--- src/rtl/sws_pkg.sv ---
package sws_pkg;

   // event codes on the request channel
   typedef enum logic [1:0] {
      OP_SEND    = 2'd0,
      OP_ACK     = 2'd1,
      OP_TIMEOUT = 2'd2,
      OP_IGNORE  = 2'd3
   } operation_type;

   typedef enum logic [1:0] {
      TIMER_NONE    = 2'd0,
      TIMER_START   = 2'd1,
      TIMER_STOP    = 2'd2,
      TIMER_RESTART = 2'd3
   } timer_action_type;

   typedef enum logic [1:0] {
      ACK_NONE = 2'd0,
      ACK_NEW  = 2'd1,
      ACK_DUP  = 2'd2
   } ack_kind_type;

   // fixed field widths
   localparam int OP_W       = 2;
   localparam int ACK_W      = 3;
   localparam int TX_SEQ_W   = 3;
   localparam int WIN_W      = 3;
   localparam int DUP_W      = 2;

   // duplicate ack handling
   localparam logic [DUP_W-1:0] DUP_RESET = 2'd1;
   localparam logic [DUP_W-1:0] DUP_LIMIT = 2'd3;

   // window size after reset
   localparam logic [WIN_W-1:0] WIN_RESET = 3'd4;

   // queue between front and back
   localparam int QUEUE_DEPTH = 4;
   localparam int PTR_W       = $clog2(QUEUE_DEPTH);
   localparam int COUNT_W     = $clog2(QUEUE_DEPTH + 1);

   // result fields other than the payload word
   typedef struct packed {
      logic                  accepted;
      logic                  transmit;
      logic [TX_SEQ_W-1:0]   tx_sequence;
      timer_action_type      timer_action;
      ack_kind_type          ack_kind;
      logic                  fast_retransmit;
   } result_type;

endpackage

--- src/rtl/sws_req_if.sv ---
interface sws_req_if #(parameter int PAYLOAD_BITS = 64);
   logic                    valid;
   logic                    ready;
   logic [1:0]              operation;
   logic [PAYLOAD_BITS-1:0] payload_word;
   logic [2:0]              ack_number;
   logic                    checksum_ok;

   modport source (output valid, output operation, output payload_word,
                   output ack_number, output checksum_ok, input ready);
   modport sink (input valid, input operation, input payload_word,
                 input ack_number, input checksum_ok, output ready);
endinterface

--- src/rtl/sws_rsp_if.sv ---
interface sws_rsp_if #(parameter int PAYLOAD_BITS = 64);
   logic                    valid;
   logic                    ready;
   logic                    accepted;
   logic                    transmit;
   logic [2:0]              tx_sequence;
   logic [PAYLOAD_BITS-1:0] tx_payload;
   logic [1:0]              timer_action;
   logic [1:0]              ack_kind;
   logic                    fast_retransmit;

   modport source (output valid, output accepted, output transmit, output tx_sequence,
                   output tx_payload, output timer_action, output ack_kind,
                   output fast_retransmit, input ready);
   modport sink (input valid, input accepted, input transmit, input tx_sequence,
                 input tx_payload, input timer_action, input ack_kind,
                 input fast_retransmit, output ready);
endinterface

--- src/rtl/sws_csr_if.sv ---
interface sws_csr_if;
   logic       valid;
   logic       ready;
   logic [2:0] window_size;

   modport source (output valid, output window_size, input ready);
   modport sink (input valid, input window_size, output ready);
endinterface

--- src/rtl/sliding_window_sender.sv ---
// Path: a request passes the front-stage register, the queue and the output register.
// Throughput: one request per cycle while the queue has room; the window state update plus
// one packet store access per transaction form the feedback loop in the front stage.
// Reset: synchronous, sets window base, next sequence and duplicate count to one, window size
// to four, and clears all queue and handshake state. The packet store is not cleared; no clearing pass.
module sliding_window_sender #(
   parameter int SEQ_SPACE    = 8,
   parameter int PAYLOAD_BITS = 64
) (
   input  logic       clock,
   input  logic       reset,
   sws_req_if.sink    req_if,
   sws_csr_if.sink    csr_if,
   sws_rsp_if.source  rsp_if
);
   import sws_pkg::*;

   localparam int SEQ_W = $clog2(SEQ_SPACE);

   logic                    ram_we;
   logic [SEQ_W-1:0]        ram_waddr;
   logic [PAYLOAD_BITS-1:0] ram_wdata;
   logic                    ram_re;
   logic [SEQ_W-1:0]        ram_raddr;
   logic [PAYLOAD_BITS-1:0] ram_rdata;
   logic                    push;
   result_type              push_result;
   logic [PAYLOAD_BITS-1:0] push_payload;
   logic                    pop;
   logic                    head_valid;
   result_type              head_result;
   logic [PAYLOAD_BITS-1:0] head_payload;
   logic [COUNT_W-1:0]      queue_fill;

   // classify events, update the window, access the store
   sws_front #(
      .SEQ_SPACE    (SEQ_SPACE),
      .PAYLOAD_BITS (PAYLOAD_BITS)
   ) u_front (
      .clock        (clock),
      .reset        (reset),
      .req_if       (req_if),
      .csr_if       (csr_if),
      .queue_fill   (queue_fill),
      .ram_we       (ram_we),
      .ram_waddr    (ram_waddr),
      .ram_wdata    (ram_wdata),
      .ram_re       (ram_re),
      .ram_raddr    (ram_raddr),
      .ram_rdata    (ram_rdata),
      .push         (push),
      .push_result  (push_result),
      .push_payload (push_payload)
   );

   // packet store
   sws_ram #(
      .WIDTH (PAYLOAD_BITS),
      .DEPTH (SEQ_SPACE)
   ) u_store (
      .clock (clock),
      .we    (ram_we),
      .waddr (ram_waddr),
      .wdata (ram_wdata),
      .re    (ram_re),
      .raddr (ram_raddr),
      .rdata (ram_rdata)
   );

   // decouple front and back
   sws_queue #(
      .PAYLOAD_BITS (PAYLOAD_BITS)
   ) u_queue (
      .clock        (clock),
      .reset        (reset),
      .push         (push),
      .push_result  (push_result),
      .push_payload (push_payload),
      .pop          (pop),
      .head_valid   (head_valid),
      .head_result  (head_result),
      .head_payload (head_payload),
      .fill         (queue_fill)
   );

   // response output register
   sws_back #(
      .PAYLOAD_BITS (PAYLOAD_BITS)
   ) u_back (
      .clock        (clock),
      .reset        (reset),
      .head_valid   (head_valid),
      .head_result  (head_result),
      .head_payload (head_payload),
      .pop          (pop),
      .rsp_if       (rsp_if)
   );

endmodule

--- src/rtl/sws_ram.sv ---
module sws_ram #(
   parameter int WIDTH = 64,
   parameter int DEPTH = 8
) (
   input  logic                     clock,
   input  logic                     we,
   input  logic [$clog2(DEPTH)-1:0] waddr,
   input  logic [WIDTH-1:0]         wdata,
   input  logic                     re,
   input  logic [$clog2(DEPTH)-1:0] raddr,
   output logic [WIDTH-1:0]         rdata
);

   logic [WIDTH-1:0] mem [DEPTH];
   logic [WIDTH-1:0] rdata_ff;

   // write port and registered read port
   always_ff @(posedge clock) begin
      if (we) begin
         mem[waddr] <= wdata;
      end
      if (re) begin
         rdata_ff <= mem[raddr];
      end
   end

   assign rdata = rdata_ff;

endmodule

--- src/rtl/sws_front.sv ---
module sws_front #(
   parameter int SEQ_SPACE    = 8,
   parameter int PAYLOAD_BITS = 64
) (
   input  logic                             clock,
   input  logic                             reset,
   sws_req_if.sink                          req_if,
   sws_csr_if.sink                          csr_if,
   input  logic [sws_pkg::COUNT_W-1:0]      queue_fill,
   output logic                             ram_we,
   output logic [$clog2(SEQ_SPACE)-1:0]     ram_waddr,
   output logic [PAYLOAD_BITS-1:0]          ram_wdata,
   output logic                             ram_re,
   output logic [$clog2(SEQ_SPACE)-1:0]     ram_raddr,
   input  logic [PAYLOAD_BITS-1:0]          ram_rdata,
   output logic                             push,
   output sws_pkg::result_type              push_result,
   output logic [PAYLOAD_BITS-1:0]          push_payload
);
   import sws_pkg::*;

   localparam int SEQ_W     = $clog2(SEQ_SPACE);
   localparam int SUM_W     = $clog2(SEQ_SPACE + 8);
   localparam int MOD_STEPS = (SEQ_SPACE + 7) / SEQ_SPACE;
   localparam logic [SUM_W-1:0] SPACE_W   = SUM_W'(SEQ_SPACE);
   localparam logic [SEQ_W-1:0] SEQ_LAST  = SEQ_W'(SEQ_SPACE - 1);
   localparam logic [SEQ_W-1:0] SEQ_RESET = SEQ_W'(1);

   // reduce a small sum modulo the sequence space
   function automatic logic [SUM_W-1:0] seq_mod(input logic [SUM_W-1:0] value);
      logic [SUM_W-1:0] rem;
      rem = value;
      for (int i = 0; i < MOD_STEPS; i++) begin
         if (rem >= SPACE_W) begin
            rem = rem - SPACE_W;
         end
      end
      return rem;
   endfunction

   logic [WIN_W-1:0]        window_size_ff;
   logic [SEQ_W-1:0]        base_ff, base_in;
   logic [SEQ_W-1:0]        next_ff, next_in;
   logic [DUP_W-1:0]        dup_ff, dup_in;
   logic                    s1_valid_ff;
   result_type              s1_result_ff;
   logic                    s1_from_ram_ff;
   logic [PAYLOAD_BITS-1:0] s1_payload_ff;

   logic                    accept;
   result_type              result;
   logic                    from_ram;
   logic                    store_we;
   logic                    store_re;
   logic [SUM_W-1:0]        base_ext, next_ext, end_ext, ack_ext;
   logic [SEQ_W-1:0]        new_base;
   logic [SEQ_W-1:0]        next_inc;
   logic                    window_full;
   logic                    in_window;

   // take a new event while the queue has room for everything in flight
   assign req_if.ready = !reset &&
                         ((queue_fill + COUNT_W'(s1_valid_ff)) < COUNT_W'(QUEUE_DEPTH));
   assign accept       = req_if.valid && req_if.ready;
   assign csr_if.ready = !reset;

   // window arithmetic
   always_comb begin
      base_ext    = SUM_W'(base_ff);
      next_ext    = SUM_W'(next_ff);
      ack_ext     = SUM_W'(req_if.ack_number);
      end_ext     = seq_mod(base_ext + SUM_W'(window_size_ff));
      window_full = (end_ext == next_ext);
      if (base_ext < end_ext) begin
         in_window = (ack_ext >= base_ext) && (ack_ext < end_ext);
      end else begin
         in_window = (ack_ext >= base_ext) || (ack_ext < end_ext);
      end
      new_base = SEQ_W'(seq_mod(ack_ext + SUM_W'(1)));
      next_inc = (next_ff == SEQ_LAST) ? '0 : next_ff + SEQ_W'(1);
   end

   // classify the event and decide the state update
   always_comb begin
      result   = '0;
      from_ram = 1'b0;
      store_we = 1'b0;
      store_re = 1'b0;
      base_in  = base_ff;
      next_in  = next_ff;
      dup_in   = dup_ff;
      unique case (operation_type'(req_if.operation))
         OP_SEND: begin
            if (!window_full) begin
               store_we           = 1'b1;
               result.accepted    = 1'b1;
               result.transmit    = 1'b1;
               result.tx_sequence = TX_SEQ_W'(next_ff);
               result.timer_action = (base_ff == next_ff) ? TIMER_START : TIMER_NONE;
               next_in            = next_inc;
            end
         end
         OP_ACK: begin
            if (req_if.checksum_ok) begin
               if (in_window) begin
                  base_in             = new_base;
                  dup_in              = DUP_RESET;
                  result.ack_kind     = ACK_NEW;
                  result.timer_action = (new_base != next_ff) ? TIMER_RESTART : TIMER_STOP;
               end else begin
                  result.ack_kind = ACK_DUP;
                  if (dup_ff < DUP_LIMIT) begin
                     dup_in = dup_ff + DUP_W'(1);
                     if (dup_in == DUP_LIMIT) begin
                        store_re               = 1'b1;
                        from_ram               = 1'b1;
                        result.transmit        = 1'b1;
                        result.tx_sequence     = TX_SEQ_W'(base_ff);
                        result.fast_retransmit = 1'b1;
                     end
                  end
               end
            end
         end
         OP_TIMEOUT: begin
            store_re            = 1'b1;
            from_ram            = 1'b1;
            result.transmit     = 1'b1;
            result.tx_sequence  = TX_SEQ_W'(base_ff);
            result.timer_action = TIMER_RESTART;
         end
         default: begin
         end
      endcase
   end

   // packet store access
   assign ram_we    = accept && store_we;
   assign ram_waddr = next_ff;
   assign ram_wdata = req_if.payload_word;
   assign ram_re    = accept && store_re;
   assign ram_raddr = base_ff;

   // window state and configuration
   always_ff @(posedge clock) begin
      if (reset) begin
         window_size_ff <= WIN_RESET;
         base_ff        <= SEQ_RESET;
         next_ff        <= SEQ_RESET;
         dup_ff         <= DUP_RESET;
         s1_valid_ff    <= 1'b0;
      end else begin
         if (csr_if.valid && csr_if.ready) begin
            window_size_ff <= csr_if.window_size;
         end
         if (accept) begin
            base_ff <= base_in;
            next_ff <= next_in;
            dup_ff  <= dup_in;
         end
         s1_valid_ff <= accept;
      end
   end

   // hold the decision while the store read completes
   always_ff @(posedge clock) begin
      if (accept) begin
         s1_result_ff   <= result;
         s1_from_ram_ff <= from_ram;
         s1_payload_ff  <= (store_we) ? req_if.payload_word : '0;
      end
   end

   // hand the finished transaction to the queue
   assign push         = s1_valid_ff;
   assign push_result  = s1_result_ff;
   assign push_payload = s1_from_ram_ff ? ram_rdata : s1_payload_ff;

`ifndef NO_ASSERTIONS
   a_dup_nonzero: assert property (@(posedge clock) disable iff (reset)
      dup_ff != '0)
      else $error("duplicate count left its range");
   a_store_one_port: assert property (@(posedge clock) disable iff (reset)
      !(ram_we && ram_re))
      else $error("store written and read in the same cycle");
   a_resend_is_tx: assert property (@(posedge clock) disable iff (reset)
      s1_valid_ff && s1_from_ram_ff |-> s1_result_ff.transmit)
      else $error("store read for a transaction that transmits nothing");
   a_accept_pushes: assert property (@(posedge clock) disable iff (reset)
      accept |=> push)
      else $error("accepted transaction did not reach the queue");
`endif

endmodule

--- src/rtl/sws_queue.sv ---
module sws_queue #(
   parameter int PAYLOAD_BITS = 64
) (
   input  logic                        clock,
   input  logic                        reset,
   input  logic                        push,
   input  sws_pkg::result_type         push_result,
   input  logic [PAYLOAD_BITS-1:0]     push_payload,
   input  logic                        pop,
   output logic                        head_valid,
   output sws_pkg::result_type         head_result,
   output logic [PAYLOAD_BITS-1:0]     head_payload,
   output logic [sws_pkg::COUNT_W-1:0] fill
);
   import sws_pkg::*;

   result_type              result_mem  [QUEUE_DEPTH];
   logic [PAYLOAD_BITS-1:0] payload_mem [QUEUE_DEPTH];
   logic [PTR_W-1:0]        wr_ptr_ff, rd_ptr_ff;
   logic [COUNT_W-1:0]      fill_ff, fill_in;

   // advance pointers and count
   always_comb begin
      fill_in = fill_ff;
      if (push && !pop) begin
         fill_in = fill_ff + COUNT_W'(1);
      end else if (pop && !push) begin
         fill_in = fill_ff - COUNT_W'(1);
      end
   end

   always_ff @(posedge clock) begin
      if (reset) begin
         wr_ptr_ff <= '0;
         rd_ptr_ff <= '0;
         fill_ff   <= '0;
      end else begin
         if (push) begin
            wr_ptr_ff <= wr_ptr_ff + PTR_W'(1);
         end
         if (pop) begin
            rd_ptr_ff <= rd_ptr_ff + PTR_W'(1);
         end
         fill_ff <= fill_in;
      end
   end

   // store entries
   always_ff @(posedge clock) begin
      if (push) begin
         result_mem[wr_ptr_ff]  <= push_result;
         payload_mem[wr_ptr_ff] <= push_payload;
      end
   end

   assign head_valid   = (fill_ff != '0);
   assign head_result  = result_mem[rd_ptr_ff];
   assign head_payload = payload_mem[rd_ptr_ff];
   assign fill         = fill_ff;

`ifndef NO_ASSERTIONS
   a_no_overflow: assert property (@(posedge clock) disable iff (reset)
      push && !pop |-> fill_ff < COUNT_W'(QUEUE_DEPTH))
      else $error("queue overflow");
   a_no_underflow: assert property (@(posedge clock) disable iff (reset)
      pop |-> fill_ff != '0)
      else $error("queue underflow");
   a_fill_bound: assert property (@(posedge clock) disable iff (reset)
      fill_ff <= COUNT_W'(QUEUE_DEPTH))
      else $error("queue count out of range");
`endif

endmodule

--- src/rtl/sws_back.sv ---
module sws_back #(
   parameter int PAYLOAD_BITS = 64
) (
   input  logic                    clock,
   input  logic                    reset,
   input  logic                    head_valid,
   input  sws_pkg::result_type     head_result,
   input  logic [PAYLOAD_BITS-1:0] head_payload,
   output logic                    pop,
   sws_rsp_if.source               rsp_if
);
   import sws_pkg::*;

   logic                    valid_ff, valid_in;
   result_type              result_ff;
   logic [PAYLOAD_BITS-1:0] payload_ff;

   // load the output register when it is empty or being taken
   assign pop      = head_valid && (!valid_ff || rsp_if.ready);
   assign valid_in = pop || (valid_ff && !rsp_if.ready);

   always_ff @(posedge clock) begin
      if (reset) begin
         valid_ff <= 1'b0;
      end else begin
         valid_ff <= valid_in;
      end
   end

   always_ff @(posedge clock) begin
      if (pop) begin
         result_ff  <= head_result;
         payload_ff <= head_payload;
      end
   end

   // drive the response channel
   assign rsp_if.valid           = valid_ff;
   assign rsp_if.accepted        = result_ff.accepted;
   assign rsp_if.transmit        = result_ff.transmit;
   assign rsp_if.tx_sequence     = result_ff.tx_sequence;
   assign rsp_if.tx_payload      = payload_ff;
   assign rsp_if.timer_action    = result_ff.timer_action;
   assign rsp_if.ack_kind        = result_ff.ack_kind;
   assign rsp_if.fast_retransmit = result_ff.fast_retransmit;

endmodule

--- src/flat_wrapper.sv ---
// flat-port wrapper written by rule: the top's interface ports become plain ports
module sliding_window_sender_flat import sws_pkg::*;
#(
   parameter int SEQ_SPACE    = 8,
   parameter int PAYLOAD_BITS = 64
)
  (clock, reset, req_if_valid, req_if_operation, req_if_payload_word, req_if_ack_number, req_if_checksum_ok, req_if_ready, csr_if_valid, csr_if_window_size, csr_if_ready, rsp_if_valid, rsp_if_accepted, rsp_if_transmit, rsp_if_tx_sequence, rsp_if_tx_payload, rsp_if_timer_action, rsp_if_ack_kind, rsp_if_fast_retransmit, rsp_if_ready);
  sws_req_if #(.PAYLOAD_BITS(PAYLOAD_BITS)) req_if_i ();
  sws_csr_if csr_if_i ();
  sws_rsp_if #(.PAYLOAD_BITS(PAYLOAD_BITS)) rsp_if_i ();
  input  logic clock;
  input  logic reset;
  input wire logic [$bits(req_if_i.valid)-1:0] req_if_valid;
  input wire logic [$bits(req_if_i.operation)-1:0] req_if_operation;
  input wire logic [$bits(req_if_i.payload_word)-1:0] req_if_payload_word;
  input wire logic [$bits(req_if_i.ack_number)-1:0] req_if_ack_number;
  input wire logic [$bits(req_if_i.checksum_ok)-1:0] req_if_checksum_ok;
  output wire logic [$bits(req_if_i.ready)-1:0] req_if_ready;
  input wire logic [$bits(csr_if_i.valid)-1:0] csr_if_valid;
  input wire logic [$bits(csr_if_i.window_size)-1:0] csr_if_window_size;
  output wire logic [$bits(csr_if_i.ready)-1:0] csr_if_ready;
  output wire logic [$bits(rsp_if_i.valid)-1:0] rsp_if_valid;
  output wire logic [$bits(rsp_if_i.accepted)-1:0] rsp_if_accepted;
  output wire logic [$bits(rsp_if_i.transmit)-1:0] rsp_if_transmit;
  output wire logic [$bits(rsp_if_i.tx_sequence)-1:0] rsp_if_tx_sequence;
  output wire logic [$bits(rsp_if_i.tx_payload)-1:0] rsp_if_tx_payload;
  output wire logic [$bits(rsp_if_i.timer_action)-1:0] rsp_if_timer_action;
  output wire logic [$bits(rsp_if_i.ack_kind)-1:0] rsp_if_ack_kind;
  output wire logic [$bits(rsp_if_i.fast_retransmit)-1:0] rsp_if_fast_retransmit;
  input wire logic [$bits(rsp_if_i.ready)-1:0] rsp_if_ready;
  assign req_if_i.valid = req_if_valid;
  assign req_if_i.operation = req_if_operation;
  assign req_if_i.payload_word = req_if_payload_word;
  assign req_if_i.ack_number = req_if_ack_number;
  assign req_if_i.checksum_ok = req_if_checksum_ok;
  assign req_if_ready = req_if_i.ready;
  assign csr_if_i.valid = csr_if_valid;
  assign csr_if_i.window_size = csr_if_window_size;
  assign csr_if_ready = csr_if_i.ready;
  assign rsp_if_valid = rsp_if_i.valid;
  assign rsp_if_accepted = rsp_if_i.accepted;
  assign rsp_if_transmit = rsp_if_i.transmit;
  assign rsp_if_tx_sequence = rsp_if_i.tx_sequence;
  assign rsp_if_tx_payload = rsp_if_i.tx_payload;
  assign rsp_if_timer_action = rsp_if_i.timer_action;
  assign rsp_if_ack_kind = rsp_if_i.ack_kind;
  assign rsp_if_fast_retransmit = rsp_if_i.fast_retransmit;
  assign rsp_if_i.ready = rsp_if_ready;
  sliding_window_sender #(.SEQ_SPACE(SEQ_SPACE), .PAYLOAD_BITS(PAYLOAD_BITS)) u_core (.clock(clock), .reset(reset), .req_if(req_if_i), .csr_if(csr_if_i), .rsp_if(rsp_if_i));
endmodule
--- config.mk ---
export PLATFORM = sky130hd
export DESIGN_NAME = sliding_window_sender_flat
export DESIGN_NICKNAME = d
export VERILOG_FILES = /design/src/rtl/sws_pkg.sv /design/src/rtl/sws_req_if.sv /design/src/rtl/sws_rsp_if.sv /design/src/rtl/sws_csr_if.sv /design/src/rtl/sliding_window_sender.sv /design/src/rtl/sws_ram.sv /design/src/rtl/sws_front.sv /design/src/rtl/sws_queue.sv /design/src/rtl/sws_back.sv /design/src/flat_wrapper.sv
export SDC_FILE = /design/constraint.sdc
export NUM_CORES = 1
export LEC_CHECK = 0
export BUFFER_PORTS_ARGS = -buffer_cell sky130_fd_sc_hd__buf_4
export CORE_UTILIZATION = 55
export CTS_CLUSTER_SIZE = 20
export DETAILED_ROUTE_END_ITERATION = 8
export PLACE_DENSITY = 0.87
export RECOVER_POWER = 100
export SLEW_MARGIN = 20
export SYNTH_ARGS = -nofsm -noshare
export SYNTH_HDL_FRONTEND = slang
export SYNTH_SLANG_ARGS = --single-unit
--- constraint.sdc ---
create_clock -name clock -period 6.8 [get_ports clock]
set_input_delay 0 -clock clock [delete_from_list [all_inputs] [get_ports clock]]
set_output_delay 0 -clock clock [all_outputs]
set_load 0.01 [all_outputs]
Word-level counts from Yosys, hierarchy flattened
Memories as Yosys holds them, arrays and structs flattened. A register that Yosys moved wholly into a read port is not among the register bits.
Cells that the tools add are included.
{"block": "word_totals", "regBits": 95, "latchBits": 0, "ram_bits": 808, "mem_bits_ro": 0, "inputBits": 78, "out_inout_bits": 77, "elab_cells": 102, "n_memories": 3}
{"name": "u_core.u_store.mem", "words": 8, "width": 64, "read_ports": 1, "rd_ports_with_merged_regs": 1, "write_ports": 1, "line_no": "sws_ram.sv:14", "source": "logic [WIDTH-1:0] mem [DEPTH];"}
{"name": "u_core.u_queue.payload_mem", "words": 4, "width": 64, "read_ports": 1, "rd_ports_with_merged_regs": 1, "write_ports": 1, "line_no": "sws_queue.sv:18", "source": "logic [PAYLOAD_BITS-1:0] payload_mem [QUEUE_DEPTH];"}
{"name": "u_core.u_queue.result_mem", "words": 4, "width": 10, "read_ports": 1, "rd_ports_with_merged_regs": 1, "write_ports": 1, "line_no": "sws_queue.sv:17", "source": "result_type result_mem [QUEUE_DEPTH];"}
{"block": "op_classes", "add_sub_neg": 11, "n_mul": 0, "div_mod_pow": 0, "magnitude_cmp": 7, "n_eq_ne": 7, "shift": 0, "muxes": 30, "n_bitwise": 1, "n_reduce_logical": 26}
{"cell": "$mux W64", "n": 1}
{"cell": "$pmux W6 S3", "n": 1}
{"cell": "$mux W4", "n": 4}
{"cell": "$mux W1", "n": 13}
{"cell": "$mux W3", "n": 4}
{"cell": "$logic_and A1 B1 Y1", "n": 10}
{"cell": "$mux W9", "n": 1}
{"cell": "$ge A4 B4 Y1 const B", "n": 2}
{"cell": "$lt A3 B4 Y1", "n": 2}
{"cell": "$mux W2", "n": 4}
{"cell": "$reduce_and A4 Y1", "n": 2}
{"cell": "$mux W7", "n": 1}
{"cell": "$add A2 B1 Y2 const B", "n": 3}
{"cell": "$add A3 B1 Y3 const B", "n": 2}
{"cell": "$sub A3 B1 Y3 const B", "n": 2}
{"cell": "$logic_not A1 Y1", "n": 5}
{"cell": "$add A3 B1 Y4 const B", "n": 1}
{"cell": "$add A3 B3 Y4", "n": 1}
{"cell": "$eq A2 B2 Y1 const B", "n": 2}
{"cell": "$eq A4 B3 Y1", "n": 1}
{"cell": "$reduce_bool A2 Y1", "n": 2}
{"cell": "$sub A4 B4 Y4 const B", "n": 1}
{"cell": "$add A3 B1 Y3", "n": 1}
{"cell": "$eq A3 B3 Y1", "n": 1}
{"cell": "13 further kinds", "n": 15}

Logic depth before layout (Yosys ltp)
Gate-level depths: netlist of run 1.
{"block": "depth", "ltp_word": 10, "ltp_mapped": 12, "depth_no_buf": 10}

By module
A second synthesis of run 1 with hierarchy kept.
{"block": "unflattened", "hier_cells": 1742, "area_unflattened_um2": 39649.3}
{"mod": "sws_ram", "n_inst": 1, "cells_per_inst": 816, "area_each_um2": 21187.8, "seq_area_each_um2": 17296.6}
{"mod": "sws_queue", "n_inst": 1, "cells_per_inst": 429, "area_each_um2": 11103.1, "seq_area_each_um2": 9068.7}
{"mod": "sws_front", "n_inst": 1, "cells_per_inst": 418, "area_each_um2": 5081.1, "seq_area_each_um2": 2492.4}
{"mod": "sws_back", "n_inst": 1, "cells_per_inst": 79, "area_each_um2": 2277.2, "seq_area_each_um2": 2242.2}

Least setup slack after synthesis of run 1
OpenSTA, ideal clock, no wires.
{"block": "synth_timing", "path_type": "flip-flop to flip-flop", "from": "register u_core.u_front.s1_valid_ff (netlist: u_core.u_front.push)", "to": "memory u_core.u_store.mem[0][0], enable pin", "setup_time_ns": 0.565, "arrival_time_ns": 6.763, "required_time_ns": 6.235, "slack_ns": -0.528, "stages_incl_launch_ff": 8, "n_path_buf": 2, "period_less_slack_ns": 7.328, "cell_sequence": "dfxtp_1 buf_2 a31o_2 a21oi_2 and2_1 buf_2 o2111ai_1 nor3_1"}
{"block": "synth_via", "elab_chain_len": 7}
{"item": "from (decl)", "line_no": "sws_front.sv:45", "source": "logic s1_valid_ff;"}
{"item": "from (signal assigned)", "line_no": "sws_front.sv:161", "source": "s1_valid_ff <= accept;"}
{"item": "$add A3 B1 Y3", "line_no": "sws_front.sv:63", "source": "((queue_fill + COUNT_W'(s1_valid_ff)) < COUNT_W'(QUEUE_DEPTH));"}
{"item": "$lt A3 B3 Y1", "line_no": "sws_front.sv:63"}
{"item": "$logic_and A1 B1 Y1", "line_no": "sws_front.sv:62", "source": "assign req_if.ready = !reset &&"}
{"item": "net req_if_ready", "line_no": "flat_wrapper.sv:18", "source": "output wire logic [$bits(req_if_i.ready)-1:0] req_if_ready;"}
{"item": "$logic_and A1 B1 Y1", "line_no": "sws_front.sv:64", "source": "assign accept = req_if.valid && req_if.ready;"}
{"item": "net u_core.u_front.accept", "line_no": "sws_front.sv:50", "source": "logic accept;"}
{"item": "$logic_and A1 B1 Y1", "line_no": "sws_front.sv:138", "source": "assign ram_we = accept && store_we;"}
{"item": "$mux W1", "line_no": "sws_ram.sv:19", "source": "if (we) begin"}
{"item": "$mux W1 (not written as such)", "line_no": "sws_ram.sv:20", "source": "mem[waddr] <= wdata;"}
{"item": "to (decl)", "line_no": "sws_ram.sv:14"}
The timed path passes the listed nets, and every way through them passes these cells.

Final worst setup path of run 1
{"block": "layout_timing", "from": "register u_core.u_front.s1_valid_ff (netlist: u_core.u_front.push)", "to": "memory u_core.u_store.mem[6][30], enable pin"}
{"block": "layout_via", "elab_chain_len": 7}
{"item": "$add A3 B1 Y3", "line_no": "sws_front.sv:63"}
{"item": "$lt A3 B3 Y1", "line_no": "sws_front.sv:63"}
{"item": "$logic_and A1 B1 Y1", "line_no": "sws_front.sv:62"}
{"item": "$logic_and A1 B1 Y1", "line_no": "sws_front.sv:64"}
{"item": "$logic_and A1 B1 Y1", "line_no": "sws_front.sv:138"}
{"item": "$mux W1", "line_no": "sws_ram.sv:19"}
{"item": "$mux W1 (not written as such)", "line_no": "sws_ram.sv:20"}
No other way between the ends.

==> results of run 1 <==
[worst reg2reg max path, stage by stage, from the launching register on]
cell      delay [ps]
dfxtp_1          540
nand4_1          150
a21oi_1          300
and2_0          1560
nand2_1          690
nor2_4           750
clkbuf_1        1360
[logic make-up after synthesis]
family	count (synthesis)	share of synthesized area, %
flip-flops	1041	79.6
AND/OR/NAND/NOR	329	3.79
multiplexers	272	13.7
buffers and inverters	102	1.05
AO/OA/AOI/OAI	35	0.619
adder cells (fa/ha/maj)	27	0.898
XOR/XNOR	16	0.359
[state kept, by name (all words and copies together) (netlist names), 3 cells and up]
name                              flops
u_core.u_store.mem                  512
u_core.u_queue.payload_mem          256
u_core.u_back.rsp_if.tx_payload      64
u_core.u_front.s1_payload_ff         64
u_core.u_store.rdata                 64
u_core.u_queue.result_mem            40
u_core.u_front.push_result           10
u_core.u_back.rsp_if.tx_sequence      3
u_core.u_front.ram_raddr              3
u_core.u_front.ram_waddr              3
u_core.u_front.window_size_ff         3
u_core.u_queue.fill                   3
[where the power goes]
| part | leakage, uW | total [uW] | internal [uW] | switching [uW] |
|---|---|---|---|---|
| Clock | 0.00163 | 5790 | 3320 | 2460 |
| Sequential | 0.00947 | 7920 | 7670 | 257 |
| Combinational | 0.00344 | 1560 | 603 | 957 |
[worst min path at each step]
stage | startpoint | to | cells past startpoint
after CTS | req_if_payload_word[21] | u_core.u_store.mem[0][21] | 2
after detailed placement | csr_if_window_size[2] | u_core.u_front.window_size_ff[2] | 3
after global placement | csr_if_window_size[2] | u_core.u_front.window_size_ff[2] | 3
after global routing | req_if_payload_word[3] | u_core.u_store.mem[4][3] | 2
final | req_if_payload_word[21] | u_core.u_store.mem[0][21] | 2
after floorplan | reset | req_if_ready | 1
[cell usage after synthesis (2+ instances only)]
cell type  instances
buf_1              9
mux2_2            64
buf_2             21
nor2b_1            2
inv_1             18
xnor2_1            9
a31oi_1            3
dfxtp_1           20
fa_1               2
mux2i_1            6
nor3_1             5
nand3_1            7
o21ai_0            4
nor2_1            22
edfxtp_1        1021
o31a_1             2
nand2b_1           3
xor2_1             7
a22o_1             2
and2_1            73
clkbuf_1          54
nand2_1          208
maj3_2             2
mux4_2           202
ha_1              23
a21oi_1           11
[routing by layer]
metal / vias to the layer above / part of all wire [%] / track usage (%) / wire, um
met4: 6 / 4.3 / 12.2 / 4010
met3: 290 / 8.6 / 4.38 / 8030
li1: 7855 / - / - / -
met1: 10200 / 35 / 33.3 / 32600
met2: 1508 / 52 / 44.9 / 48700
met5: - / 0.043 / 0 / 40
[per-stage QoR]
| step | area (um2) | instances | power (uW) | util, % | hold WS, ps |
|---|---|---|---|---|---|
| floorplan | 39000 | 1822 | 8910 | - | 32.8 |
| CTS | 45600 | 3126 | 15500 | 65.0 | 88.9 |
| global placement | 41300 | 2858 | 9640 | 58.9 | 233 |
| finish | 45000 | 3130 | 15300 | 64.2 | 269 |
| detailed placement | 41400 | 2859 | 9720 | 59.0 | 232 |
| global route | 45000 | 3129 | 15700 | 64.2 | 291 |
[layout make-up]
class | count | area [um2]
diodes | 3 | 7.51
clock buffers | 107 | 2450
clock inverters | 72 | 932
fillers | 4329 | 25100
inverters | 18 | 68.8
multi-input cells | 679 | 7590
flip-flops and latches | 1041 | 31100
well taps | 940 | 1180
repair buffers | 270 | 1720
[repair_timing]
| item | 4_1_cts | 5_1_grt |
|---|---|---|
| hold buffers | 88 | 0 |
| hold endpoints to repair | 618 | 0 |
| resized for setup | 0 | 0 |
==> results_dict.tcl, run 1 <==
set metrics [dict create \
    status "finished with violations" \
    violations "max-capacitance violations, max-slew violations" \
    synth-edff-count 1021 \
    dieArea_um2 72000 \
    pre_cts_slack_ps 2200 \
    grt_pass1_wl_mm 136 \
    synthCells 1822 \
    post_synth.cell_area_avg_um2 21.4 \
    via_count 19900 \
    mostFrequentLayoutCells "1,021 x edfxtp_1, 208 x nand2_1, 202 x mux4_2, 158 x clkbuf_1, 96 x clkbuf_16" \
    cts_tree "yes" \
    first_pass_iters 6 \
    dieHeight_um 268 \
    clock-skew-final_ps 24.1 \
    nets 2209 \
    drv_cap 18 \
    clk_pin_slew_ps 70 \
    core_um2 70100 \
    crit_cells 6 \
    grt_pass1_vias 20600 \
    io_pins 155 \
    dp_hpwl_mm 46.5 \
    critical-path-top-delay-family "simple AND/OR/NAND/NOR gates" \
    period_needed_ps 5770 \
    slowest_stage "and2_0" \
    ys_top_cells_by_area "edfxtp_1 79%, mux4_2 12%, nand2_1 2.0%, mux2_2 1.8%, and2_1 1.2%" \
    cp_max_fo 23 \
    r2r_setup_slack_ps 1030 \
    cts_setup_buffers 0 \
    final_common_cell "edfxtp_1" \
    r2r-end "u_core.u_store.mem[6][30]" \
    clock-sinks 1041 \
    cts_buffer_depth 3 \
    setup_tns_ps 0 \
    critPathKind "reg -> reg" \
    ys.flop_type "edfxtp_1" \
    irDropWorstVdd_v 0.000232 \
    report.final.slew_viol_count 774 \
    via_per_inst 6.35 \
    grt_usage_pct 26.4 \
    finalHoldViolations 0 \
    antenna_found_initial 5 \
    min_path_type "in -> reg" \
    rsz0062_at_grt "no" \
    initial_core_util_pct 55.6 \
    grt_max_degree 134 \
    wl_per_cell_um 29.8 \
    gr-total-overflow 0 \
    setup_violations 0 \
    yosysUniqueCellTypes 48 \
    required_ps 7060 \
    yosys_warnings 0 \
    clockRootBuffer "clkbuf_16" \
    r2r_cells 6 \
    clock_latency_ps 680 \
    fmax_ghz 0.173 \
    cp-end-kind "flop" \
    layout_setup_ws_ps 1030 \
    synth_top_area_share_pct 78.6 \
    async_flop_share_pct 0 \
    synth_top_area_cell "edfxtp_1" \
    timing.rr.start "u_core.u_front.push" \
    yosysSeqAreaShare_pct 79.6 \
    leakage_uw 0.0145 \
    port_buffers 154 \
    cp.arrival_ps 6030 \
    cp-start-kind "flop" \
    drt_iter0_drc 2543 \
    fp-row-count 97 \
    netlist_area_um2 39000 \
    slowest_delay_ps 1560 \
    place_congestion 0.843 \
    slew_headroom_pct -237 \
    synth_seq_cells 1041 \
    drc 0 \
    drive_above_1_share_pct 18.5 \
    chipWidth_um 268 \
    period_share_pct 84.9 \
    postRouteAntennaNets 0 \
    p_per_area_nw_per_um2 339 \
    htreeDepth 3 \
    worstSetupEndpoint "u_core.u_store.mem[6][30]" \
    wirelength_mm 93.4 \
    crit_path_cell_trace "nand4_1, a21oi_1, and2_0, nand2_1, nor2_4, clkbuf_1" \
    worst_pin_slew_ps 5050 \
    critPathLaunch "u_core.u_front.push" \
    synth.net_count 1925 \
    cts_buffers 96 \
    syn_to_final_growth_pct 15.4 \
    cp_num_buf_inv 1 \
]
(Power assumes the default switching activity.)
==> run 2: changes to the inputs <==
==> constraint.sdc (replaced) <==
create_clock -name clock -period 4.8 [get_ports clock]
set_input_delay 0 -clock clock [delete_from_list [all_inputs] [get_ports clock]]
set_output_delay 0 -clock clock [all_outputs]
set_load 0.01 [all_outputs]
==> run 2 against run 1 <==
Compared with the run above: the run still ends with max-capacitance violations, max-slew violations left; register-to-register slack got worse by 500 ps; flip-flop and latch count is the same; clock skew fell by 4.7 ps; combinational power grew 43%; worst hold slack better by 29 ps; critical path type unchanged; critical endpoint is now u_core.u_front.ram_waddr[0].
==> results_dict.tcl, run 2 (same netlist as run 1, synthesis figures left out) <==
set metrics [dict create \
    r2r_cells 9 \
    finalHoldWorstSlack_ps 298 \
    dieHeight_um 268 \
    drt_iter0_drc 2301 \
    irDropWorstVdd_v 0.000327 \
    grt_usage_pct 24.9 \
    met1_length_mm 31.3 \
    critPathKind "reg -> reg" \
    cp-end-kind "flop" \
    wl_per_cell_um 28.3 \
    crit_cells 9 \
    wl_met3_mm 7.39 \
    r2r_setup_slack_ps 530 \
    clock_latency_ps 660 \
    io_pins 155 \
    cp-start-kind "flop" \
    gr-total-overflow 0 \
    slew_headroom_pct -76.6 \
    grt_pass1_vias 20300 \
    leakage_uw 0.0145 \
    final_cell_area_um2 44900 \
    status "finished with violations" \
    first_pass_iters 5 \
    antenna_found_initial 8 \
    htreeDepth 3 \
    reg.largest.list "u_core.u_store.mem: 512 flops, u_core.u_queue.payload_mem: 256 flops" \
    final_common_cell "edfxtp_1" \
    rsz0062_at_grt "no" \
    min_to "u_core.u_store.mem[5][11]" \
    top_register "u_core.u_store.mem" \
    cp.arrival_ps 4820 \
    finalHoldViolations 0 \
    holdPathStages 2 \
    cp_max_fo 36 \
    grt_pass1_wl_mm 130 \
    via_count 19500 \
    port_buffers 154 \
    slowest_delay_ps 1360 \
    violations "max-capacitance violations, max-slew violations" \
    route.met2.wl_mm 46.1 \
    fp-row-count 97 \
    drv_cap 12 \
    min_path_type "in -> reg" \
    syn_to_final_growth_pct 15.0 \
    drive_above_1_share_pct 18.6 \
    clock-sinks 1041 \
    postRouteAntennaNets 0 \
    cts_tree "yes" \
    period_share_pct 88.9 \
    chipWidth_um 268 \
    grt_max_degree 129 \
    largest_register_ff_count 512 \
    critical-path-top-delay-family "compound AO/OA/AOI/OAI gates" \
    crit_path_cell_trace "ha_1, inv_1, fa_1, xnor2_1, nor2_1, o31a_1, buf_4, nand2_1, a211o_1" \
    drc 0 \
    cp_num_buf_inv 2 \
    fmax_ghz 0.234 \
    worst_pin_slew_ps 2650 \
    setup_violations 0 \
    slowest_stage "o31a_1" \
    dp_hpwl_mm 45.2 \
    critPathLaunch "u_core.u_front.window_size_ff[0]" \
    fillers 4405 \
    core_um2 70100 \
    place_area_um2 41400 \
    min_from "req_if_payload_word[11]" \
    required_ps 5350 \
    timing.rr.start "u_core.u_front.window_size_ff[0]" \
    r2r-end "u_core.u_front.ram_waddr[0]" \
    place_congestion 0.795 \
    p_per_area_nw_per_um2 472 \
    dieArea_um2 72000 \
    clk_pin_slew_ps 70 \
    wirelength_mm 88.4 \
    mostFrequentLayoutCells "1,021 x edfxtp_1, 208 x nand2_1, 202 x mux4_2, 156 x clkbuf_1, 96 x clkbuf_16" \
    cts_buffer_depth 3 \
    initial_core_util_pct 55.6 \
    via_per_inst 6.25 \
    nets 2210 \
    report.final.slew_viol_count 505 \
    clock-skew-final_ps 19.5 \
    cts_buffers 95 \
    top_layer "met5" \
    clockRootBuffer "clkbuf_16" \
    period_needed_ps 4270 \
]
[run 2: cell count changes in the layout (fill, tap and decap cells not counted), moves of 2 or more]
| cell | before | now |
|---|---|---|
| clkbuf_2 | 9 | 16 |
| clkinv_2 | 17 | 22 |
| and2_0 | 43 | 19 |
| clkinv_16 | 2 | 0 |
| buf_4 | 22 | 20 |
| buf_12 | 1 | 5 |
| clkbuf_1 | 158 | 156 |
| clkinvlp_4 | 10 | 5 |
| and2_1 | 30 | 53 |
| clkinv_1 | 16 | 13 |
| clkinv_4 | 1 | 3 |
| bufinv_16 | 18 | 14 |
[run 2: worst max-delay path by stage]
stage | end
after global placement | u_core.u_store.rdata[38]
after floorplan | u_core.u_store.mem[3][0]
after detailed placement | u_core.u_store.rdata[38]
final | u_core.u_front.ram_waddr[0]
after global routing | u_core.u_front.ram_waddr[0]
after CTS | u_core.u_front.ram_raddr[0]
[run 2: repair_timing]
item / in CTS / in global routing
gates resized for setup: 0 / 0
setup buffers: 0 / 0
hold endpoints to repair: 635 / 0
hold buffers: 87 / 0
[run 2: final cells by class]
type / count / area [um2] / area share (%)
diodes: 2 / 5.00 / 0.0112
multi-input cells: 679 / 7590 / 16.9
flip-flops and latches: 1041 / 31100 / 69.2
inverters: 18 / 68.8 / 0.153
repair buffers: 272 / 1770 / 3.93
clock inverters: 64 / 746 / 1.66
well taps: 940 / 1180 / 2.62
clock buffers: 109 / 2450 / 5.46
[run 2: metrics by stage]
| step | utilization (%) | setup TNS [ps] | power [uW] | instances | setup WS [ps] |
|---|---|---|---|---|---|
| after detailed placement | 59.0 | 0 | 13800 | 2862 | 1380 |
| after floorplan | - | -318110 | 12600 | 1822 | -822 |
| after global routing | 64.0 | 0 | 21800 | 3124 | 402 |
| final | 64.0 | 0 | 21200 | 3125 | 532 |
| after global placement | 59.0 | 0 | 13600 | 2862 | 1530 |
| after CTS | 64.8 | 0 | 21600 | 3122 | 1070 |
[run 2: power breakdown]
part	internal [uW]	switching [uW]	total, uW
combinational	855	1380	2230
sequential	10800	324	11200
clock	4450	3340	7790
[run 2: per-layer routing]
| layer | GRT usage (%) | vias to the layer above |
|---|---|---|
| li1 | - | 7867 |
| met1 | 31.2 | 10100 |
| met2 | 42.9 | 1276 |
| met3 | 3.89 | 251 |
| met4 | 11.8 | 12 |
| met5 | 0 | - |
==> run 3: changes to the inputs <==
--- a/config.mk
+++ b/config.mk
@@ -6,10 +6,11 @@
 export NUM_CORES = 1
 export LEC_CHECK = 0
 export BUFFER_PORTS_ARGS = -buffer_cell sky130_fd_sc_hd__buf_4
-export CORE_UTILIZATION = 55
+export CORE_UTILIZATION = 59
 export CTS_CLUSTER_SIZE = 20
 export DETAILED_ROUTE_END_ITERATION = 8
-export PLACE_DENSITY = 0.87
+export GPL_ROUTABILITY_DRIVEN = 0
+export PLACE_DENSITY = 0.89
 export RECOVER_POWER = 100
 export SLEW_MARGIN = 20
 export SYNTH_ARGS = -nofsm -noshare
==> constraint.sdc (replaced) <==
create_clock -name clock -period 4.17 [get_ports clock]
set_input_delay 0 -clock clock [delete_from_list [all_inputs] [get_ports clock]]
set_output_delay 0 -clock clock [all_outputs]
set_load 0.01 [all_outputs]
==> run 3 against run 2 <==
Compared with the run above: the run ends with max-capacitance violations, max-slew violations, negative setup slack left; total power increased by 16%; first-iteration DRC count rose by 37%; wire length up 15%; largest power group unchanged; setup slack got worse by 540 ps; non-clock buffer count grew 13; critical path type unchanged; via count is 6.6% higher; register-to-register slack worse by 540 ps; clock skew rose by 11 ps.
==> results_dict.tcl, run 3 (same netlist as run 1, synthesis figures left out) <==
set metrics [dict create \
    initial_core_util_pct 60.1 \
    dp_hpwl_mm 47.0 \
    finalHoldWorstSlack_ps 283 \
    crit_path_cell_trace "ha_1, inv_1, fa_2, ha_1, o21ai_0, nand3_1, a21o_1, maj3_2, nor2_2, mux2i_1, dlygate4sd3_1" \
    top_register "u_core.u_store.mem" \
    fillers 3699 \
    regArea_um2 31100 \
    syn_to_final_growth_pct 14.7 \
    multiInputGateArea_um2 7590 \
    via_per_inst 6.80 \
    chipWidth_um 259 \
    slowest_stage "fa_2" \
    power_uw 24500 \
    clock-sinks 1041 \
    layout_setup_ws_ps -7.83 \
    finalHoldViolations 0 \
    antenna_found_initial 5 \
    rsz0062_at_grt "no" \
    violations "max-capacitance violations, max-slew violations, negative setup slack" \
    cts_buffer_depth 3 \
    cp_num_buf_inv 2 \
    fp-row-count 93 \
    cp-start-kind "flop" \
    clockRootBuffer "clkbuf_16" \
    grt_max_degree 98 \
    drc 0 \
    cts_buffers 98 \
    cts_tree "yes" \
    mostFrequentLayoutCells "1,021 x edfxtp_1, 208 x nand2_1, 202 x mux4_2, 165 x clkbuf_1, 100 x clkbuf_16" \
    worst_pin_slew_ps 3250 \
    grt_usage_pct 30.2 \
    grt_pass1_vias 21000 \
    nets 2226 \
    port_buffers 154 \
    min_path_type "in -> reg" \
    fmax_ghz 0.239 \
    via_count 20800 \
    clock_latency_ps 670 \
    critical-path-top-delay-family "adder cells" \
    cp-end-kind "flop" \
    cp_max_fo 7 \
    p_per_area_nw_per_um2 548 \
    dieHeight_um 259 \
    irDropWorstVdd_v 0.000345 \
    core_um2 64900 \
    leakage_uw 0.0145 \
    cp.arrival_ps 4770 \
    fin_cells 3062 \
    critPathKind "reg -> reg" \
    dp.cells 2785 \
    pre_cts_slack_ps 404 \
    required_ps 4770 \
    slowest_delay_ps 660 \
    drt_iter0_drc 3141 \
    final_common_cell "edfxtp_1" \
    clk_pin_slew_ps 70 \
    drv_cap 9 \
    first_pass_iters 9 \
    htreeDepth 3 \
    period_share_pct 100 \
    final_util_pct 68.9 \
    grt_pass1_wl_mm 144 \
    drive_above_1_share_pct 18.7 \
    clock-skew-final_ps 30.7 \
    wirelength_mm 102 \
    largest_register_ff_count 512 \
    postRouteAntennaNets 0 \
    status "finished with violations" \
    io_pins 155 \
    wl_per_cell_um 33.2 \
    setup_violations 1 \
    slew_headroom_pct -117 \
    cpMostUsedCell "ha_1" \
    reg.largest.list "u_core.u_store.mem: 512 flops, u_core.u_queue.payload_mem: 256 flops" \
    dieArea_um2 67200 \
    report.final.slew_viol_count 377 \
    gr-total-overflow 0 \
    period_needed_ps 4180 \
]
[run 3: cell types whose count changed in the layout (fill, tap and decap cells not counted), sizes merged]
cell and change:
inv -1, bufinv -6, diode +2, clkbuf +25
clkinv +3, buf +2, clkinvlp -3
[run 3: worst reg2reg max path, stage by stage, from the launching register on]
cell           delay (ps)
dfxtp_1               410
ha_1                  230
inv_1                  90
fa_2                  660
ha_1                  320
o21ai_0               180
nand3_1               250
a21o_1                290
maj3_2                410
nor2_2                330
mux2i_1               330
dlygate4sd3_1         600
[run 3: repair_timing]
item                                   CTS  global route
endpoints found under the hold margin  604             0
setup endpoints to repair                0            50
resized for setup                        0             3
setup buffers                            0             6
hold buffers                            87             0
[run 3: report_power, final]
group / leakage [uW] / total, uW / internal [uW] / switching, uW
Clock: 0.00154 / 8910 / 4980 / 3930
Combinational: 0.00351 / 2660 / 985 / 1680
Sequential: 0.00947 / 12900 / 12500 / 444
Total: 0.0145 / 24500 / 18500 / 6050
[run 3: layout make-up]
type,instances,area share [%]
clock inverter,57,1.17
sequential,1041,69.4
clock buffer,123,5.87
timing repair buffer,285,4.00
multi-input combinational,679,17.0
inverter,18,0.154
tap,855,2.39
antenna,4,0.0224
[run 3: per-stage QoR]
step | TNS (ps) | instance area [um2]
finish | -7.83 | 44800
global route | 0 | 44800
CTS | 0 | 45400
detailed placement | 0 | 41300
global placement | 0 | 41300
floorplan | -322120 | 39100
[run 3: worst paths after layout]
kind | endpoint | slack, ps | cells after the start | from
setup / recovery | u_core.u_front.ram_raddr[0] | -8 | 11 | u_core.u_front.window_size_ff[0]
hold / removal | u_core.u_store.mem[3][17] | 280 | 2 | req_if_payload_word[17]
setup reg to reg | u_core.u_front.ram_raddr[0] | -8 | 11 | u_core.u_front.window_size_ff[0]
hold reg to reg | u_core.u_queue.result_mem[2][4] | 510 | 0 | u_core.u_front.push_result[4]
[run 3: metal layers]
metal | share of wire, % | GRT usage (%)
met1 | 32 | 36.6
met2 | 51 | 51.9
met3 | 11 | 5.81
met4 | 6.2 | 15.7
met5 | 0.013 | 0
